<file path="src/hdl/wrrps_pkg.sv">
// ----------------------------------------------------------------------------
// wrrps_pkg
// Shared widths, register addresses and types of the weighted round robin
// path scheduler.
// ----------------------------------------------------------------------------
package wrrps_pkg;

    localparam int LEN_W      = 16;
    localparam int MSS_W      = 16;
    localparam int MASK_W     = 4;
    localparam int WEIGHT_W   = 8;
    localparam int QUOTA_W    = 8;
    localparam int LIMIT_W    = 24;
    localparam int CHOSEN_W   = 2;
    localparam int S_TDATA_W  = 48;
    localparam int M_TDATA_W  = 32;
    localparam int APB_ADDR_W = 4;
    localparam int APB_DATA_W = 32;
    localparam int DIV_CNT_W  = 5;
    localparam int MUL_CNT_W  = 3;
    localparam int SEGS_W     = LEN_W + 1;

    localparam logic [QUOTA_W-1:0]  QUOTA_MAX      = 8'hFF;
    localparam logic [WEIGHT_W-1:0] WEIGHT_DEFAULT = 8'd1;
    localparam logic [MSS_W-1:0]    MSS_MIN        = 16'd1;

    localparam logic [APB_ADDR_W-1:0] ADDR_WEIGHT_ONE   = 4'h0;
    localparam logic [APB_ADDR_W-1:0] ADDR_WEIGHT_TWO   = 4'h4;
    localparam logic [APB_ADDR_W-1:0] ADDR_NEEDS_WINDOW = 4'h8;

    typedef struct packed {
        logic [WEIGHT_W-1:0] weight_path_one;
        logic [WEIGHT_W-1:0] weight_path_two;
        logic                reset_needs_window;
    } cfg_t;

endpackage

</file>
<file path="src/hdl/wrrps_cfg.sv">
// ----------------------------------------------------------------------------
// wrrps_cfg
// APB register file: path weights and round reset mode.
// ----------------------------------------------------------------------------
module wrrps_cfg (
    input  logic                             aclk,
    input  logic                             aresetn,
    input  logic                             psel,
    input  logic                             penable,
    input  logic                             pwrite,
    input  logic [wrrps_pkg::APB_ADDR_W-1:0] paddr,
    input  logic [wrrps_pkg::APB_DATA_W-1:0] pwdata,
    output logic [wrrps_pkg::APB_DATA_W-1:0] prdata,
    output logic                             pready,
    output wrrps_pkg::cfg_t                  cfg
);

    wrrps_pkg::cfg_t cfg_reg;
    wrrps_pkg::cfg_t cfg_next;
    logic            wr_en;

    assign pready = 1'b1;
    assign wr_en  = psel & penable & pwrite & pready;
    assign cfg    = cfg_reg;

    always_comb begin
        cfg_next = cfg_reg;
        if (wr_en) begin
            unique case (paddr)
                wrrps_pkg::ADDR_WEIGHT_ONE:
                    cfg_next.weight_path_one = pwdata[wrrps_pkg::WEIGHT_W-1:0];
                wrrps_pkg::ADDR_WEIGHT_TWO:
                    cfg_next.weight_path_two = pwdata[wrrps_pkg::WEIGHT_W-1:0];
                wrrps_pkg::ADDR_NEEDS_WINDOW:
                    cfg_next.reset_needs_window = pwdata[0];
                default: cfg_next = cfg_reg;
            endcase
        end
    end

    always_comb begin
        unique case (paddr)
            wrrps_pkg::ADDR_WEIGHT_ONE:
                prdata = wrrps_pkg::APB_DATA_W'(cfg_reg.weight_path_one);
            wrrps_pkg::ADDR_WEIGHT_TWO:
                prdata = wrrps_pkg::APB_DATA_W'(cfg_reg.weight_path_two);
            wrrps_pkg::ADDR_NEEDS_WINDOW:
                prdata = wrrps_pkg::APB_DATA_W'(cfg_reg.reset_needs_window);
            default: prdata = '0;
        endcase
    end

    always_ff @(posedge aclk) begin
        if (!aresetn) begin
            cfg_reg.weight_path_one    <= '0;
            cfg_reg.weight_path_two    <= '0;
            cfg_reg.reset_needs_window <= 1'b1;
        end else begin
            cfg_reg <= cfg_next;
        end
    end

endmodule

</file>
<file path="src/hdl/wrrps_div.sv">
// ----------------------------------------------------------------------------
// wrrps_div
// Bit-serial restoring divider: one quotient bit per cycle.
// ----------------------------------------------------------------------------
module wrrps_div (
    input  logic                        aclk,
    input  logic                        aresetn,
    input  logic                        start,
    input  logic [wrrps_pkg::LEN_W-1:0] dividend,
    input  logic [wrrps_pkg::MSS_W-1:0] divisor,
    output logic                        busy,
    output logic [wrrps_pkg::LEN_W-1:0] quotient,
    output logic                        rem_nz
);

    logic [wrrps_pkg::MSS_W-1:0]     rem_reg,  rem_next;
    logic [wrrps_pkg::LEN_W-1:0]     quot_reg, quot_next;
    logic [wrrps_pkg::DIV_CNT_W-1:0] cnt_reg,  cnt_next;
    logic                            busy_reg, busy_next;
    logic [wrrps_pkg::MSS_W:0]       trial;
    logic [wrrps_pkg::MSS_W:0]       diff;
    logic                            fits;

    assign trial    = {rem_reg, quot_reg[wrrps_pkg::LEN_W-1]};
    assign diff     = trial - {1'b0, divisor};
    assign fits     = ~diff[wrrps_pkg::MSS_W];
    assign busy     = busy_reg;
    assign quotient = quot_reg;
    assign rem_nz   = |rem_reg;

    always_comb begin
        rem_next  = rem_reg;
        quot_next = quot_reg;
        cnt_next  = cnt_reg;
        busy_next = busy_reg;
        if (start) begin
            rem_next  = '0;
            quot_next = dividend;
            cnt_next  = '0;
            busy_next = 1'b1;
        end else if (busy_reg) begin
            rem_next  = fits ? diff[wrrps_pkg::MSS_W-1:0] : trial[wrrps_pkg::MSS_W-1:0];
            quot_next = {quot_reg[wrrps_pkg::LEN_W-2:0], fits};
            cnt_next  = cnt_reg + 1'b1;
            if (cnt_reg == wrrps_pkg::DIV_CNT_W'(wrrps_pkg::LEN_W - 1)) begin
                busy_next = 1'b0;
            end
        end
    end

    always_ff @(posedge aclk) begin
        if (!aresetn) begin
            busy_reg <= 1'b0;
            cnt_reg  <= '0;
        end else begin
            busy_reg <= busy_next;
            cnt_reg  <= cnt_next;
        end
        rem_reg  <= rem_next;
        quot_reg <= quot_next;
    end

endmodule

</file>
<file path="src/hdl/wrrps_mul.sv">
// ----------------------------------------------------------------------------
// wrrps_mul
// Bit-serial shift-add multiplier: remaining segments times mss.
// ----------------------------------------------------------------------------
module wrrps_mul (
    input  logic                           aclk,
    input  logic                           aresetn,
    input  logic                           start,
    input  logic [wrrps_pkg::WEIGHT_W-1:0] multiplier,
    input  logic [wrrps_pkg::MSS_W-1:0]    multiplicand,
    output logic                           busy,
    output logic [wrrps_pkg::LIMIT_W-1:0]  product
);

    logic [wrrps_pkg::LIMIT_W-1:0]   acc_reg,    acc_next;
    logic [wrrps_pkg::LIMIT_W-1:0]   mcand_reg,  mcand_next;
    logic [wrrps_pkg::WEIGHT_W-1:0]  mplier_reg, mplier_next;
    logic [wrrps_pkg::MUL_CNT_W-1:0] cnt_reg,    cnt_next;
    logic                            busy_reg,   busy_next;

    assign busy    = busy_reg;
    assign product = acc_reg;

    always_comb begin
        acc_next    = acc_reg;
        mcand_next  = mcand_reg;
        mplier_next = mplier_reg;
        cnt_next    = cnt_reg;
        busy_next   = busy_reg;
        if (start) begin
            acc_next    = '0;
            mcand_next  = wrrps_pkg::LIMIT_W'(multiplicand);
            mplier_next = multiplier;
            cnt_next    = '0;
            busy_next   = 1'b1;
        end else if (busy_reg) begin
            if (mplier_reg[0]) begin
                acc_next = acc_reg + mcand_reg;
            end
            mcand_next  = {mcand_reg[wrrps_pkg::LIMIT_W-2:0], 1'b0};
            mplier_next = {1'b0, mplier_reg[wrrps_pkg::WEIGHT_W-1:1]};
            cnt_next    = cnt_reg + 1'b1;
            if (cnt_reg == wrrps_pkg::MUL_CNT_W'(wrrps_pkg::WEIGHT_W - 1)) begin
                busy_next = 1'b0;
            end
        end
    end

    always_ff @(posedge aclk) begin
        if (!aresetn) begin
            busy_reg <= 1'b0;
            cnt_reg  <= '0;
        end else begin
            busy_reg <= busy_next;
            cnt_reg  <= cnt_next;
        end
        acc_reg    <= acc_next;
        mcand_reg  <= mcand_next;
        mplier_reg <= mplier_next;
    end

endmodule

</file>
<file path="src/hdl/weighted_round_robin_path_sched.sv">
// Flow: an accepted word is scanned (a second scan follows a round restart);
// when a path is granted, the serial divider and multiplier run, the quota is
// updated and the result word loads; when nothing is granted the scan goes
// straight to the output load. One word at a time: the next word is taken
// the cycle after the result loads; a stalled output delays that load.
// Reset: aresetn synchronous, active low; clears all quotas and control state.
// ----------------------------------------------------------------------------
// weighted_round_robin_path_sched
// Weighted round robin choice of a transmit path per segment, with per-path
// quotas, one round restart and a serial byte limit computation.
// ----------------------------------------------------------------------------
module weighted_round_robin_path_sched #(
    parameter int NUM_PATHS = 4
) (
    input  logic                              aclk,
    input  logic                              aresetn,
    // segment_bytes[15:0], current_mss[31:16], present_mask[35:32],
    // ready_full_mask[39:36], ready_basic_mask[43:40], zero pad
    input  logic [wrrps_pkg::S_TDATA_W-1:0]   s_tdata,
    input  logic                              s_tvalid,
    output logic                              s_tready,
    // granted[0], chosen_path[2:1], byte_limit[26:3], round_restarted[27],
    // zero pad
    output logic [wrrps_pkg::M_TDATA_W-1:0]   m_tdata,
    output logic                              m_tvalid,
    input  logic                              m_tready,
    input  logic                              psel,
    input  logic                              penable,
    input  logic                              pwrite,
    input  logic [wrrps_pkg::APB_ADDR_W-1:0]  paddr,
    input  logic [wrrps_pkg::APB_DATA_W-1:0]  pwdata,
    output logic [wrrps_pkg::APB_DATA_W-1:0]  prdata,
    output logic                              pready
);

    localparam int PICK_W  = (NUM_PATHS > 1) ? $clog2(NUM_PATHS) : 1;
    localparam int STATE_W = 3;

    localparam logic [STATE_W-1:0] ST_IDLE = 3'd0;
    localparam logic [STATE_W-1:0] ST_SCAN = 3'd1;
    localparam logic [STATE_W-1:0] ST_CALC = 3'd2;
    localparam logic [STATE_W-1:0] ST_FIN  = 3'd3;

    wrrps_pkg::cfg_t cfg;

    logic [STATE_W-1:0]             state_reg,   state_next;
    logic [wrrps_pkg::LEN_W-1:0]    len_reg,     len_next;
    logic [wrrps_pkg::MSS_W-1:0]    mss_reg,     mss_next;
    logic [wrrps_pkg::MASK_W-1:0]   pres_reg,    pres_next;
    logic [wrrps_pkg::MASK_W-1:0]   rfull_reg,   rfull_next;
    logic [wrrps_pkg::MASK_W-1:0]   rbasic_reg,  rbasic_next;
    logic                           pass_reg,    pass_next;
    logic                           have_reg,    have_next;
    logic [PICK_W-1:0]              pick_reg,    pick_next;
    logic [wrrps_pkg::WEIGHT_W-1:0] split_reg,   split_next;
    logic                           grant_reg,   grant_next;
    logic                           restart_reg, restart_next;
    logic                           m_tvalid_reg, m_tvalid_next;
    logic [wrrps_pkg::M_TDATA_W-1:0] m_tdata_reg, m_tdata_next;
    logic [wrrps_pkg::QUOTA_W-1:0]  quota_reg  [NUM_PATHS];
    logic [wrrps_pkg::QUOTA_W-1:0]  quota_next [NUM_PATHS];

    logic [NUM_PATHS+wrrps_pkg::MASK_W-1:0] pres_pad, rfull_pad, clr_pad;
    logic [NUM_PATHS-1:0]           pres_ext, rfull_ext, clr_ext;
    logic [wrrps_pkg::MASK_W-1:0]   clr_sel;

    logic                           scan_found, scan_any, scan_full;
    logic [PICK_W-1:0]              scan_pick;
    logic [wrrps_pkg::WEIGHT_W-1:0] scan_split;
    logic [wrrps_pkg::WEIGHT_W-1:0] slot_w;
    logic [wrrps_pkg::QUOTA_W-1:0]  slot_q;
    logic                           restart;
    logic                           eff_have;
    logic [PICK_W-1:0]              eff_pick;
    logic [wrrps_pkg::WEIGHT_W-1:0] eff_split;
    logic                           grant_ok;

    logic                           unit_start;
    logic                           div_busy, mul_busy, div_rem_nz;
    logic [wrrps_pkg::LEN_W-1:0]    div_quot;
    logic [wrrps_pkg::LIMIT_W-1:0]  mul_prod;
    logic [wrrps_pkg::SEGS_W-1:0]   segs;
    logic [wrrps_pkg::SEGS_W-1:0]   quota_sum;
    logic [wrrps_pkg::QUOTA_W-1:0]  quota_sat;
    logic                           s_accept;

    wrrps_cfg u_cfg (
        .aclk    (aclk),
        .aresetn (aresetn),
        .psel    (psel),
        .penable (penable),
        .pwrite  (pwrite),
        .paddr   (paddr),
        .pwdata  (pwdata),
        .prdata  (prdata),
        .pready  (pready),
        .cfg     (cfg)
    );

    wrrps_div u_div (
        .aclk     (aclk),
        .aresetn  (aresetn),
        .start    (unit_start),
        .dividend (len_reg),
        .divisor  (mss_reg),
        .busy     (div_busy),
        .quotient (div_quot),
        .rem_nz   (div_rem_nz)
    );

    wrrps_mul u_mul (
        .aclk         (aclk),
        .aresetn      (aresetn),
        .start        (unit_start),
        .multiplier   (eff_split),
        .multiplicand (mss_reg),
        .busy         (mul_busy),
        .product      (mul_prod)
    );

    assign s_tready = (state_reg == ST_IDLE);
    assign s_accept = s_tvalid & s_tready;
    assign m_tvalid = m_tvalid_reg;
    assign m_tdata  = m_tdata_reg;

    assign clr_sel   = cfg.reset_needs_window ? rfull_reg : rbasic_reg;
    assign pres_pad  = {{NUM_PATHS{1'b0}}, pres_reg};
    assign rfull_pad = {{NUM_PATHS{1'b0}}, rfull_reg};
    assign clr_pad   = {{NUM_PATHS{1'b0}}, pres_reg & clr_sel};
    assign pres_ext  = pres_pad[NUM_PATHS-1:0];
    assign rfull_ext = rfull_pad[NUM_PATHS-1:0];
    assign clr_ext   = clr_pad[NUM_PATHS-1:0];

    always_comb begin
        scan_found = 1'b0;
        scan_any   = 1'b0;
        scan_full  = 1'b1;
        scan_pick  = '0;
        scan_split = '0;
        slot_w     = '0;
        slot_q     = '0;
        for (int i = 0; i < NUM_PATHS; i++) begin
            if (pres_ext[i] && !scan_found) begin
                slot_q = quota_reg[i];
                if (i == 0) begin
                    slot_w = cfg.weight_path_one;
                end else if (i == 1) begin
                    slot_w = cfg.weight_path_two;
                end else begin
                    slot_w = wrrps_pkg::WEIGHT_DEFAULT;
                end
                if (slot_q != '0 && slot_q < slot_w) begin
                    scan_found = 1'b1;
                    scan_any   = 1'b1;
                    scan_pick  = PICK_W'(i);
                    scan_split = slot_w - slot_q;
                end else if (slot_q == '0) begin
                    scan_any   = 1'b1;
                    scan_pick  = PICK_W'(i);
                    scan_split = slot_w;
                end
                if (slot_q < slot_w) begin
                    scan_full = 1'b0;
                end
            end
        end
    end

    assign restart   = !pass_reg && !scan_found && (|pres_ext) && scan_full;
    assign eff_have  = scan_any | have_reg;
    assign eff_pick  = scan_any ? scan_pick : pick_reg;
    assign eff_split = scan_any ? scan_split : split_reg;
    assign grant_ok  = eff_have && rfull_ext[eff_pick];

    assign segs      = (len_reg > mss_reg)
                     ? ({1'b0, div_quot} + wrrps_pkg::SEGS_W'(div_rem_nz))
                     : wrrps_pkg::SEGS_W'(1);
    assign quota_sum = wrrps_pkg::SEGS_W'(quota_reg[pick_reg]) + segs;
    assign quota_sat = (quota_sum > wrrps_pkg::SEGS_W'(wrrps_pkg::QUOTA_MAX))
                     ? wrrps_pkg::QUOTA_MAX : quota_sum[wrrps_pkg::QUOTA_W-1:0];

    always_comb begin
        state_next    = state_reg;
        len_next      = len_reg;
        mss_next      = mss_reg;
        pres_next     = pres_reg;
        rfull_next    = rfull_reg;
        rbasic_next   = rbasic_reg;
        pass_next     = pass_reg;
        have_next     = have_reg;
        pick_next     = pick_reg;
        split_next    = split_reg;
        grant_next    = grant_reg;
        restart_next  = restart_reg;
        m_tdata_next  = m_tdata_reg;
        m_tvalid_next = m_tvalid_reg & ~m_tready;
        quota_next    = quota_reg;
        unit_start    = 1'b0;

        unique case (state_reg)
            ST_IDLE: begin
                if (s_accept) begin
                    len_next     = s_tdata[15:0];
                    mss_next     = (s_tdata[31:16] == '0) ? wrrps_pkg::MSS_MIN
                                                         : s_tdata[31:16];
                    pres_next    = s_tdata[35:32];
                    rfull_next   = s_tdata[39:36];
                    rbasic_next  = s_tdata[43:40];
                    pass_next    = 1'b0;
                    have_next    = 1'b0;
                    grant_next   = 1'b0;
                    restart_next = 1'b0;
                    state_next   = ST_SCAN;
                end
            end
            ST_SCAN: begin
                have_next  = eff_have;
                pick_next  = eff_pick;
                split_next = eff_split;
                if (restart) begin
                    for (int i = 0; i < NUM_PATHS; i++) begin
                        if (clr_ext[i]) begin
                            quota_next[i] = '0;
                        end
                    end
                    restart_next = 1'b1;
                    pass_next    = 1'b1;
                end else if (grant_ok) begin
                    grant_next = 1'b1;
                    unit_start = 1'b1;
                    state_next = ST_CALC;
                end else begin
                    grant_next = 1'b0;
                    state_next = ST_FIN;
                end
            end
            ST_CALC: begin
                if (!div_busy && !mul_busy) begin
                    quota_next[pick_reg] = quota_sat;
                    state_next           = ST_FIN;
                end
            end
            ST_FIN: begin
                if (!m_tvalid_reg || m_tready) begin
                    m_tdata_next  = '0;
                    m_tdata_next[0]    = grant_reg;
                    m_tdata_next[2:1]  = grant_reg ? wrrps_pkg::CHOSEN_W'(pick_reg) : '0;
                    m_tdata_next[26:3] = grant_reg ? mul_prod : '0;
                    m_tdata_next[27]   = restart_reg;
                    m_tvalid_next = 1'b1;
                    state_next    = ST_IDLE;
                end
            end
            default: state_next = ST_IDLE;
        endcase
    end

    always_ff @(posedge aclk) begin
        if (!aresetn) begin
            state_reg    <= ST_IDLE;
            pass_reg     <= 1'b0;
            have_reg     <= 1'b0;
            grant_reg    <= 1'b0;
            restart_reg  <= 1'b0;
            m_tvalid_reg <= 1'b0;
            for (int i = 0; i < NUM_PATHS; i++) begin
                quota_reg[i] <= '0;
            end
        end else begin
            state_reg    <= state_next;
            pass_reg     <= pass_next;
            have_reg     <= have_next;
            grant_reg    <= grant_next;
            restart_reg  <= restart_next;
            m_tvalid_reg <= m_tvalid_next;
            quota_reg    <= quota_next;
        end
        len_reg     <= len_next;
        mss_reg     <= mss_next;
        pres_reg    <= pres_next;
        rfull_reg   <= rfull_next;
        rbasic_reg  <= rbasic_next;
        pick_reg    <= pick_next;
        split_reg   <= split_next;
        m_tdata_reg <= m_tdata_next;
    end

endmodule

</file>
<file path="config.mk">
export PLATFORM = sky130hd
export DESIGN_NAME = weighted_round_robin_path_sched
export DESIGN_NICKNAME = d
export VERILOG_FILES = /design/src/hdl/wrrps_pkg.sv /design/src/hdl/wrrps_cfg.sv /design/src/hdl/wrrps_div.sv /design/src/hdl/wrrps_mul.sv /design/src/hdl/weighted_round_robin_path_sched.sv
export SDC_FILE = /design/constraint.sdc
export NUM_CORES = 1
export LEC_CHECK = 0
export BUFFER_PORTS_ARGS = -buffer_cell sky130_fd_sc_hd__buf_2
export CAP_MARGIN = 20
export CELL_PAD_IN_SITES_DETAIL_PLACEMENT = 1
export CELL_PAD_IN_SITES_GLOBAL_PLACEMENT = 2
export CORE_MARGIN = 2
export CORE_UTILIZATION = 38
export CTS_CLUSTER_DIAMETER = 200
export DETAILED_ROUTE_END_ITERATION = 10
export GPL_ROUTABILITY_DRIVEN = 1
export GPL_TIMING_DRIVEN = 0
export MAX_ROUTING_LAYER = met4
export PLACE_DENSITY = 0.79
export SYNTH_ARGS = -nofsm -noshare
export SYNTH_HDL_FRONTEND = slang
export SYNTH_SLANG_ARGS = --single-unit
</file>
<file path="constraint.sdc">
create_clock -name aclk -period 5.65 [get_ports aclk]
set_input_delay 0.8475 -clock aclk [delete_from_list [all_inputs] [get_ports aclk]]
set_output_delay 0.8475 -clock aclk [all_outputs]
set_load 0.01 [all_outputs]
</file>
=== Word-level counts from Yosys, hierarchy flattened ===
Index checks and enable logic that the tools add are counted.

* Add/sub/neg operators: 10
* Multipliers: 0
* Divide/modulo/power cells: 0
* $lt $le $gt $ge: 9
* Equality and inequality tests: 16
* Shifts and indexed selects: 0
* Mux-type cells: 104
* Bitwise gates (word level): 10
* Reductions and logical operators: 54

{| class="wikitable"
|+ Operators by type and width
! kind !! number
|-
| two-way mux 8 bit || 27
|-
| two-way mux 16 bit || 5
|-
| two-way mux 32 bit || 2
|-
| one-hot mux 32 bit (2 select lines) || 1
|-
| two-way mux 1 bit || 47
|-
| bitwise mux 32 bit || 1
|-
| logical NOT 8 bit || 4
|-
| less-than comparator 8 bit || 4
|-
| nonzero test 8 bit || 4
|-
| subtractor 8 bit || 4
|-
| adder 24 bit || 1
|-
| one-hot mux 8 bit (3 select lines) || 1
|-
| AND reduction 4 bit || 5
|-
| adder 16 x 1 -> 17 bit || 1
|-
| adder 8 x 17 -> 17 bit || 1
|-
| greater-than comparator 17 x 8 -> 1 bit (second input constant) || 1
|-
| two-way mux 17 bit || 1
|-
| subtractor 17 x 16 -> 17 bit || 1
|-
| binary-select mux 8 bit (select 2 bit) || 1
|-
| demux 8 bit (select 2 bit) || 1
|-
| greater-than comparator 16 bit || 1
|-
| logical NOT 16 bit || 1
|-
| inequality test 2 bit (second input constant) || 8
|-
| OR reduction 16 bit || 1
|-
| other kinds (33) || 79
|}

* Flip-flop bits (word level): 236
* Bits in latches: 0
* RAM bits: 0
* Memory bits (read-only): 0
* Output and inout port bits: 67
* Logic and storage cells: 234
* Memories: 0

=== Logic depth before layout (Yosys ltp) ===
* Depth after elaboration: 34
* Depth in mapped cells: 21

=== Cells and area by module ===
A second synthesis with hierarchy kept.

* Cells, all modules: 1463
* Area total of the unflattened synthesis: 14490.1 µm²

{| class="wikitable"
|+ By module, submodules not included
! module !! instances !! cells each !! area each (µm²) !! seq. area each (µm²)
|-
| weighted_round_robin_path_sched || 1 || 705 || 7318.3 || 3223.1
|-
| wrrps_mul || 1 || 377 || 3648.5 || 1441.4
|-
| wrrps_div || 1 || 273 || 2526.2 || 920.9
|-
| wrrps_cfg || 1 || 108 || 997.2 || 340.3
|}

=== Worst setup path before layout ===
No wires, ideal clock.

* Kind: reg-to-reg
* Start point: register len_reg[5] in the netlist's numbering
* End point: register quota_reg[13] in the netlist's numbering
* Setup time: 0.060 ns
* Arrival: 4.131 ns
* Data required time: 5.590 ns
* Path slack: 1.460 ns
* Stages on the path, launching flop included: 21
* Clock period less this slack: 4.190 ns
* Cell sequence: edfxtp_1 -> ha_1 -> a21o_1 -> a21o_1 -> a21oi_1 -> o21a_1 -> o211ai_1 -> nand2_1 -> or2_2 -> ha_1 -> fa_1 -> a21o_1 -> a21oi_1 -> nor2b_1 -> o21ai_0 -> a21oi_1 -> a32o_1 -> a31oi_1 -> nor3_4 -> o21ai_0 -> a22o_1

* Longest elaborated chain between the ends: 8

{| class="wikitable"
|+ RTL lines
! element !! RTL line !! RTL
|-
| start, declared || weighted_round_robin_path_sched.sv:47 || <nowiki>logic [wrrps_pkg::LEN_W-1:0] len_reg, len_next;</nowiki>
|-
| start signal, assigned || weighted_round_robin_path_sched.sv:278 || <nowiki>len_reg <= len_next;</nowiki>
|-
| greater-than comparator 16 bit (*) || weighted_round_robin_path_sched.sv:175 || <nowiki>assign segs = (len_reg > mss_reg)</nowiki>
|-
| two-way mux 17 bit (*) || weighted_round_robin_path_sched.sv:176 || <nowiki>? ({1'b0, div_quot} + wrrps_pkg::SEGS_W'(div_rem_nz))</nowiki>
|-
| adder 8 x 17 -> 17 bit (*) || weighted_round_robin_path_sched.sv:178 || <nowiki>assign quota_sum = wrrps_pkg::SEGS_W'(quota_reg[pick_reg]) + segs;</nowiki>
|-
| greater-than comparator 17 x 8 -> 1 bit || weighted_round_robin_path_sched.sv:179 || <nowiki>assign quota_sat = (quota_sum > wrrps_pkg::SEGS_W'(wrrps_pkg::QUOTA_MAX))</nowiki>
|-
| two-way mux 8 bit (*) || weighted_round_robin_path_sched.sv:180 || <nowiki>? wrrps_pkg::QUOTA_MAX : quota_sum[wrrps_pkg::QUOTA_W-1:0];</nowiki>
|-
| bitwise mux 32 bit (*) || weighted_round_robin_path_sched.sv:239 || <nowiki>quota_next[pick_reg] = quota_sat;</nowiki>
|-
| two-way mux 32 bit (*) || weighted_round_robin_path_sched.sv:238 || <nowiki>if (!div_busy && !mul_busy) begin</nowiki>
|-
| one-hot mux 32 bit (2 select lines) (*) || weighted_round_robin_path_sched.sv:200 || <nowiki>unique case (state_reg)</nowiki>
|-
| end signal, assigned || weighted_round_robin_path_sched.sv:276 || <nowiki>quota_reg <= quota_next;</nowiki>
|-
| end, declared || weighted_round_robin_path_sched.sv:60 || <nowiki>logic [wrrps_pkg::QUOTA_W-1:0] quota_reg [NUM_PATHS];</nowiki>
|}

Every way passes the cells marked *; elsewhere a longest branch is shown, timed or not. The select of a mux whose other input is x is not followed.
A chain may end at the register's enable or synchronous reset.

=== Final worst setup path ===
* Start point: register mss_reg[14] in the netlist's numbering
* End point: register quota_reg[13] in the netlist's numbering

* Longest elaborated chain between the ends: 8

{| class="wikitable"
|+ RTL lines
! element !! RTL line !! RTL
|-
| start, declared || weighted_round_robin_path_sched.sv:48 || <nowiki>logic [wrrps_pkg::MSS_W-1:0] mss_reg, mss_next;</nowiki>
|-
| start signal, assigned || weighted_round_robin_path_sched.sv:279 || <nowiki>mss_reg <= mss_next;</nowiki>
|-
| greater-than comparator 16 bit (*) || weighted_round_robin_path_sched.sv:175 ||
|-
| two-way mux 17 bit (*) || weighted_round_robin_path_sched.sv:176 ||
|-
| adder 8 x 17 -> 17 bit (*) || weighted_round_robin_path_sched.sv:178 ||
|-
| greater-than comparator 17 x 8 -> 1 bit || weighted_round_robin_path_sched.sv:179 ||
|-
| two-way mux 8 bit (*) || weighted_round_robin_path_sched.sv:180 ||
|-
| bitwise mux 32 bit (*) || weighted_round_robin_path_sched.sv:239 ||
|-
| two-way mux 32 bit (*) || weighted_round_robin_path_sched.sv:238 ||
|-
| one-hot mux 32 bit (2 select lines) (*) || weighted_round_robin_path_sched.sv:200 ||
|}

Marked as above.

==> impl_metrics.py <==
metrics = {
    "synth": {
        "ys_seq_area_frac": 0.423,
        "yosysUniqueCellTypes": 80,
        "ys_seq_elements": 235,
        "synth_enable_flop_cells": 122,
        "async_reset_ff_frac": 0,
        "yosysWarnings": 0,
        "syn_inst": 1391,
        "avgSynthCellArea_sq_um": 10.1,
        "yosys_most_used_dff": "edfxtp_1",
        "syn_area_sq_um": 14000,
    },
    "layout": {
        "stdcell_count": 2040,
        "fin_nets": 1737,
        "synthToLayoutAreaGrowth_pct": 15.1,
        "layout-drive-gt1-share": 0.165,
        "fin_area_sq_um": 16100,
        "fillerInstances": 4159,
        "final_cell_mix": "nor2_1, edfxtp_1, dfxtp_1, buf_2, ha_1",
        "layout.cells.most_common": "nor2_1",
        "finish.utilization": 0.442,
        "largest_reg_flops": 32,
        "n_antenna_cell": 0,
    },
    "detailed_routing": {
        "drc_errors": 0,
        "drt_iter0_markers": 500,
        "ant_nets": 0,
        "wl_microns": 39600,
        "dr.pass1.iters": 5,
        "vias": 11091,
        "wl_per_cell_microns": 19.4,
        "via_per_inst": 5.44,
    },
    "outcome": {
        "outcome": "finished, final reports clean",
    },
    "clock_network": {
        "clk_latency_ns": 0.56,
        "post-cts-setup-buffers": 0,
        "clk_pin_slew_ns": 0.06,
        "clk_path_buf_depth": 3,
        "cts_root_buffer": "clkbuf_16",
        "cts_made_buffers": 28,
        "cts_sinks": 235,
        "cts_tree": "built",
        "h-tree-depth": 1,
    },
    "worst_setup_path": {
        "crit_family": "compound AO/OA/AOI/OAI gates",
        "arrival_ns": 5.64,
        "path_cells": "inv_1 -> ha_1 -> nand4_1 -> nor3_1 -> o21ai_0 -> o211ai_1 -> nand2_1 -> or2_2 -> ha_1 -> fa_1 -> a21o_1 -> a21oi_1 -> nor2b_1 -> o21ai_0 -> a21oi_1 -> a32o_1 -> a31oi_1 -> nor3_4 -> o21ai_1 -> a22o_1",
        "critPathMaxStageDelay_ns": 0.45,
        "endpoint_kind": "flop",
        "crit_type": "flop to flop",
        "cp_max_fo": 8,
        "crit_path_start_kind": "flop",
        "crit_required_ns": 6.14,
        "critPathSlowestCell": "edfxtp_1",
        "crit_buf_inv": 1,
    },
    "placed_design": {
        "dp_cells": 1988,
        "place_hpwl_microns": 31100,
        "placed_cell_area_sq_um": 15200,
        "dpl_worst_slack_ns": 0.384,
        "numPortBuffers": 99,
        "gp_congestion": 0.885,
    },
    "timing": {
        "tns_ns": 0,
        "setup_viol": 0,
        "clock_skew_ns": 0.0168,
        "rsz0062_at_grt": "no",
        "hold_viol_final": 0,
        "tightest_slew_ns": 0.852,
        "post-route-min-period_ns": 5.15,
        "hold_ws_ns": 0.467,
        "fmax_mhz": 194,
        "fin_ws_ns": 0.498,
        "slew_headroom": 0.431,
        "post-route-period-util": 0.912,
        "slew_violations": 0,
    },
    "power_and_ir_drop": {
        "ir_worst_vdd_uv": 297,
        "power.density_nw_per_um2": 497,
        "p_leak_nw": 6.45,
        "finalPower_mw": 8.02,
    },
    "floorplan": {
        "rows": 70,
        "start_util": 0.384,
        "die-area_sq_um": 38400,
        "die_h_microns": 196,
        "core_region_area_sq_um": 36400,
        "die_w_microns": 196,
        "ios": 158,
    },
    "job": {
        "maxCapViolCount": 0,
    },
    "global_route": {
        "first_global_vias": 11339,
        "antenna_found_initial": 0,
        "grt_max_degree": 43,
        "grt_first_pass_wirelength_microns": 62700,
        "track_usage": 0.213,
        "grt.overflow.total": 0,
    },
    "min_path": {
        "hp-class": "input port to flop",
    },
}
-- worst paths after layout --
kind	start	endpoint	slack [ns]	cells past startpoint
hold / removal	s_tdata[37]	rfull_ext[1]	0.47	1
hold reg to reg	u_mul.product[19]	u_mul.product[19]	0.47	2
setup / recovery	mss_reg[14]	quota_reg[13]	0.50	20
setup reg to reg	mss_reg[14]	quota_reg[13]	0.50	20
-- worst reg2reg max path: stages (launching register included) --
cell      delay [ns]
edfxtp_1        0.45
inv_1           0.12
ha_1            0.32
nand4_1         0.15
nor3_1          0.33
o21ai_0         0.14
o211ai_1        0.23
nand2_1         0.30
or2_2           0.35
ha_1            0.21
fa_1            0.41
a21o_1          0.20
a21oi_1         0.26
nor2b_1         0.09
o21ai_0         0.24
a21oi_1         0.18
a32o_1          0.29
a31oi_1         0.26
nor3_4          0.11
o21ai_1         0.27
a22o_1          0.19
-- final cells by class --
class                      count  area [sq um]  share of cell area
buffer                        91           495              0.0307
clock buffer                  33           741              0.0460
clock inverter                19           148             0.00916
inverter                      73           274              0.0170
multi-input combinational   1019          7410               0.460
sequential                   235          5930               0.368
tap                          468           586              0.0363
timing repair buffer         102           536              0.0332
-- repair_timing --
action / 4_1_cts / 5_1_grt
endpoints found under the hold margin: 0 / 0
endpoints found under the setup margin: 0 / 2
hold buffers: 0 / 0
resized for setup: 0 / 1
-- metal layers --
metal / up-vias / track usage / part of all wire
li1: 5403 / - / -
met1: 5467 / 0.278 / 0.47
met2: 169 / 0.355 / 0.48
met3: 52 / 0.0253 / 0.031
met4: 0 / 0.0460 / 0.020
met5: - / - / 0
-- cell families (layout without fill, tap and decap cells) --
logic type,after synthesis,in the layout,synth area share
buffers and inverters,164,318,0.0550
flip-flops,235,235,0.423
adder cells (fa/ha/maj),96,96,0.0885
XOR/XNOR,60,60,0.0381
AO/OA/AOI/OAI,344,344,0.170
multiplexers,98,98,0.0810
other,2,29,0.000537
AND/OR/NAND/NOR,392,392,0.144
-- power breakdown --
part / leakage (nW) / switching, mW / internal, mW / total (mW)
Sequential: 2.06 / 0.358 / 2.38 / 2.73
Combinational: 3.96 / 2.09 / 1.45 / 3.55
Clock: 0.433 / 0.712 / 1.02 / 1.74
Total: 6.45 / 3.16 / 4.85 / 8.02
-- synth_stat cells, types with 8 or more instances --
| cell | instances | share of area |
|---|---|---|
| o21bai_1 | 9 | 0.0048 |
| nand3_1 | 25 | 0.0089 |
| xor2_1 | 24 | 0.015 |
| and2_1 | 34 | 0.015 |
| nor2b_1 | 13 | 0.0058 |
| a21oi_1 | 86 | 0.031 |
| o211ai_1 | 13 | 0.0070 |
| nor2_1 | 127 | 0.034 |
| edfxtp_1 | 122 | 0.26 |
| a22o_1 | 40 | 0.025 |
| ha_1 | 91 | 0.081 |
| a21o_1 | 22 | 0.012 |
| nor3_1 | 17 | 0.0061 |
| nand2b_1 | 11 | 0.0049 |
| mux2i_1 | 48 | 0.034 |
| clkbuf_1 | 42 | 0.011 |
| o21a_1 | 21 | 0.011 |
| mux4_2 | 8 | 0.013 |
| nand2_1 | 74 | 0.020 |
| nor4_1 | 17 | 0.0076 |
| mux2_2 | 42 | 0.034 |
| buf_4 | 35 | 0.019 |
| a211oi_1 | 28 | 0.015 |
| xnor2_1 | 35 | 0.022 |
| inv_1 | 72 | 0.019 |
| dfxtp_1 | 113 | 0.16 |
| o21ai_0 | 47 | 0.017 |
| and4_1 | 8 | 0.0050 |
| a31oi_1 | 8 | 0.0036 |
| nand4_1 | 21 | 0.0094 |
(Power assumes the default switching activity.)
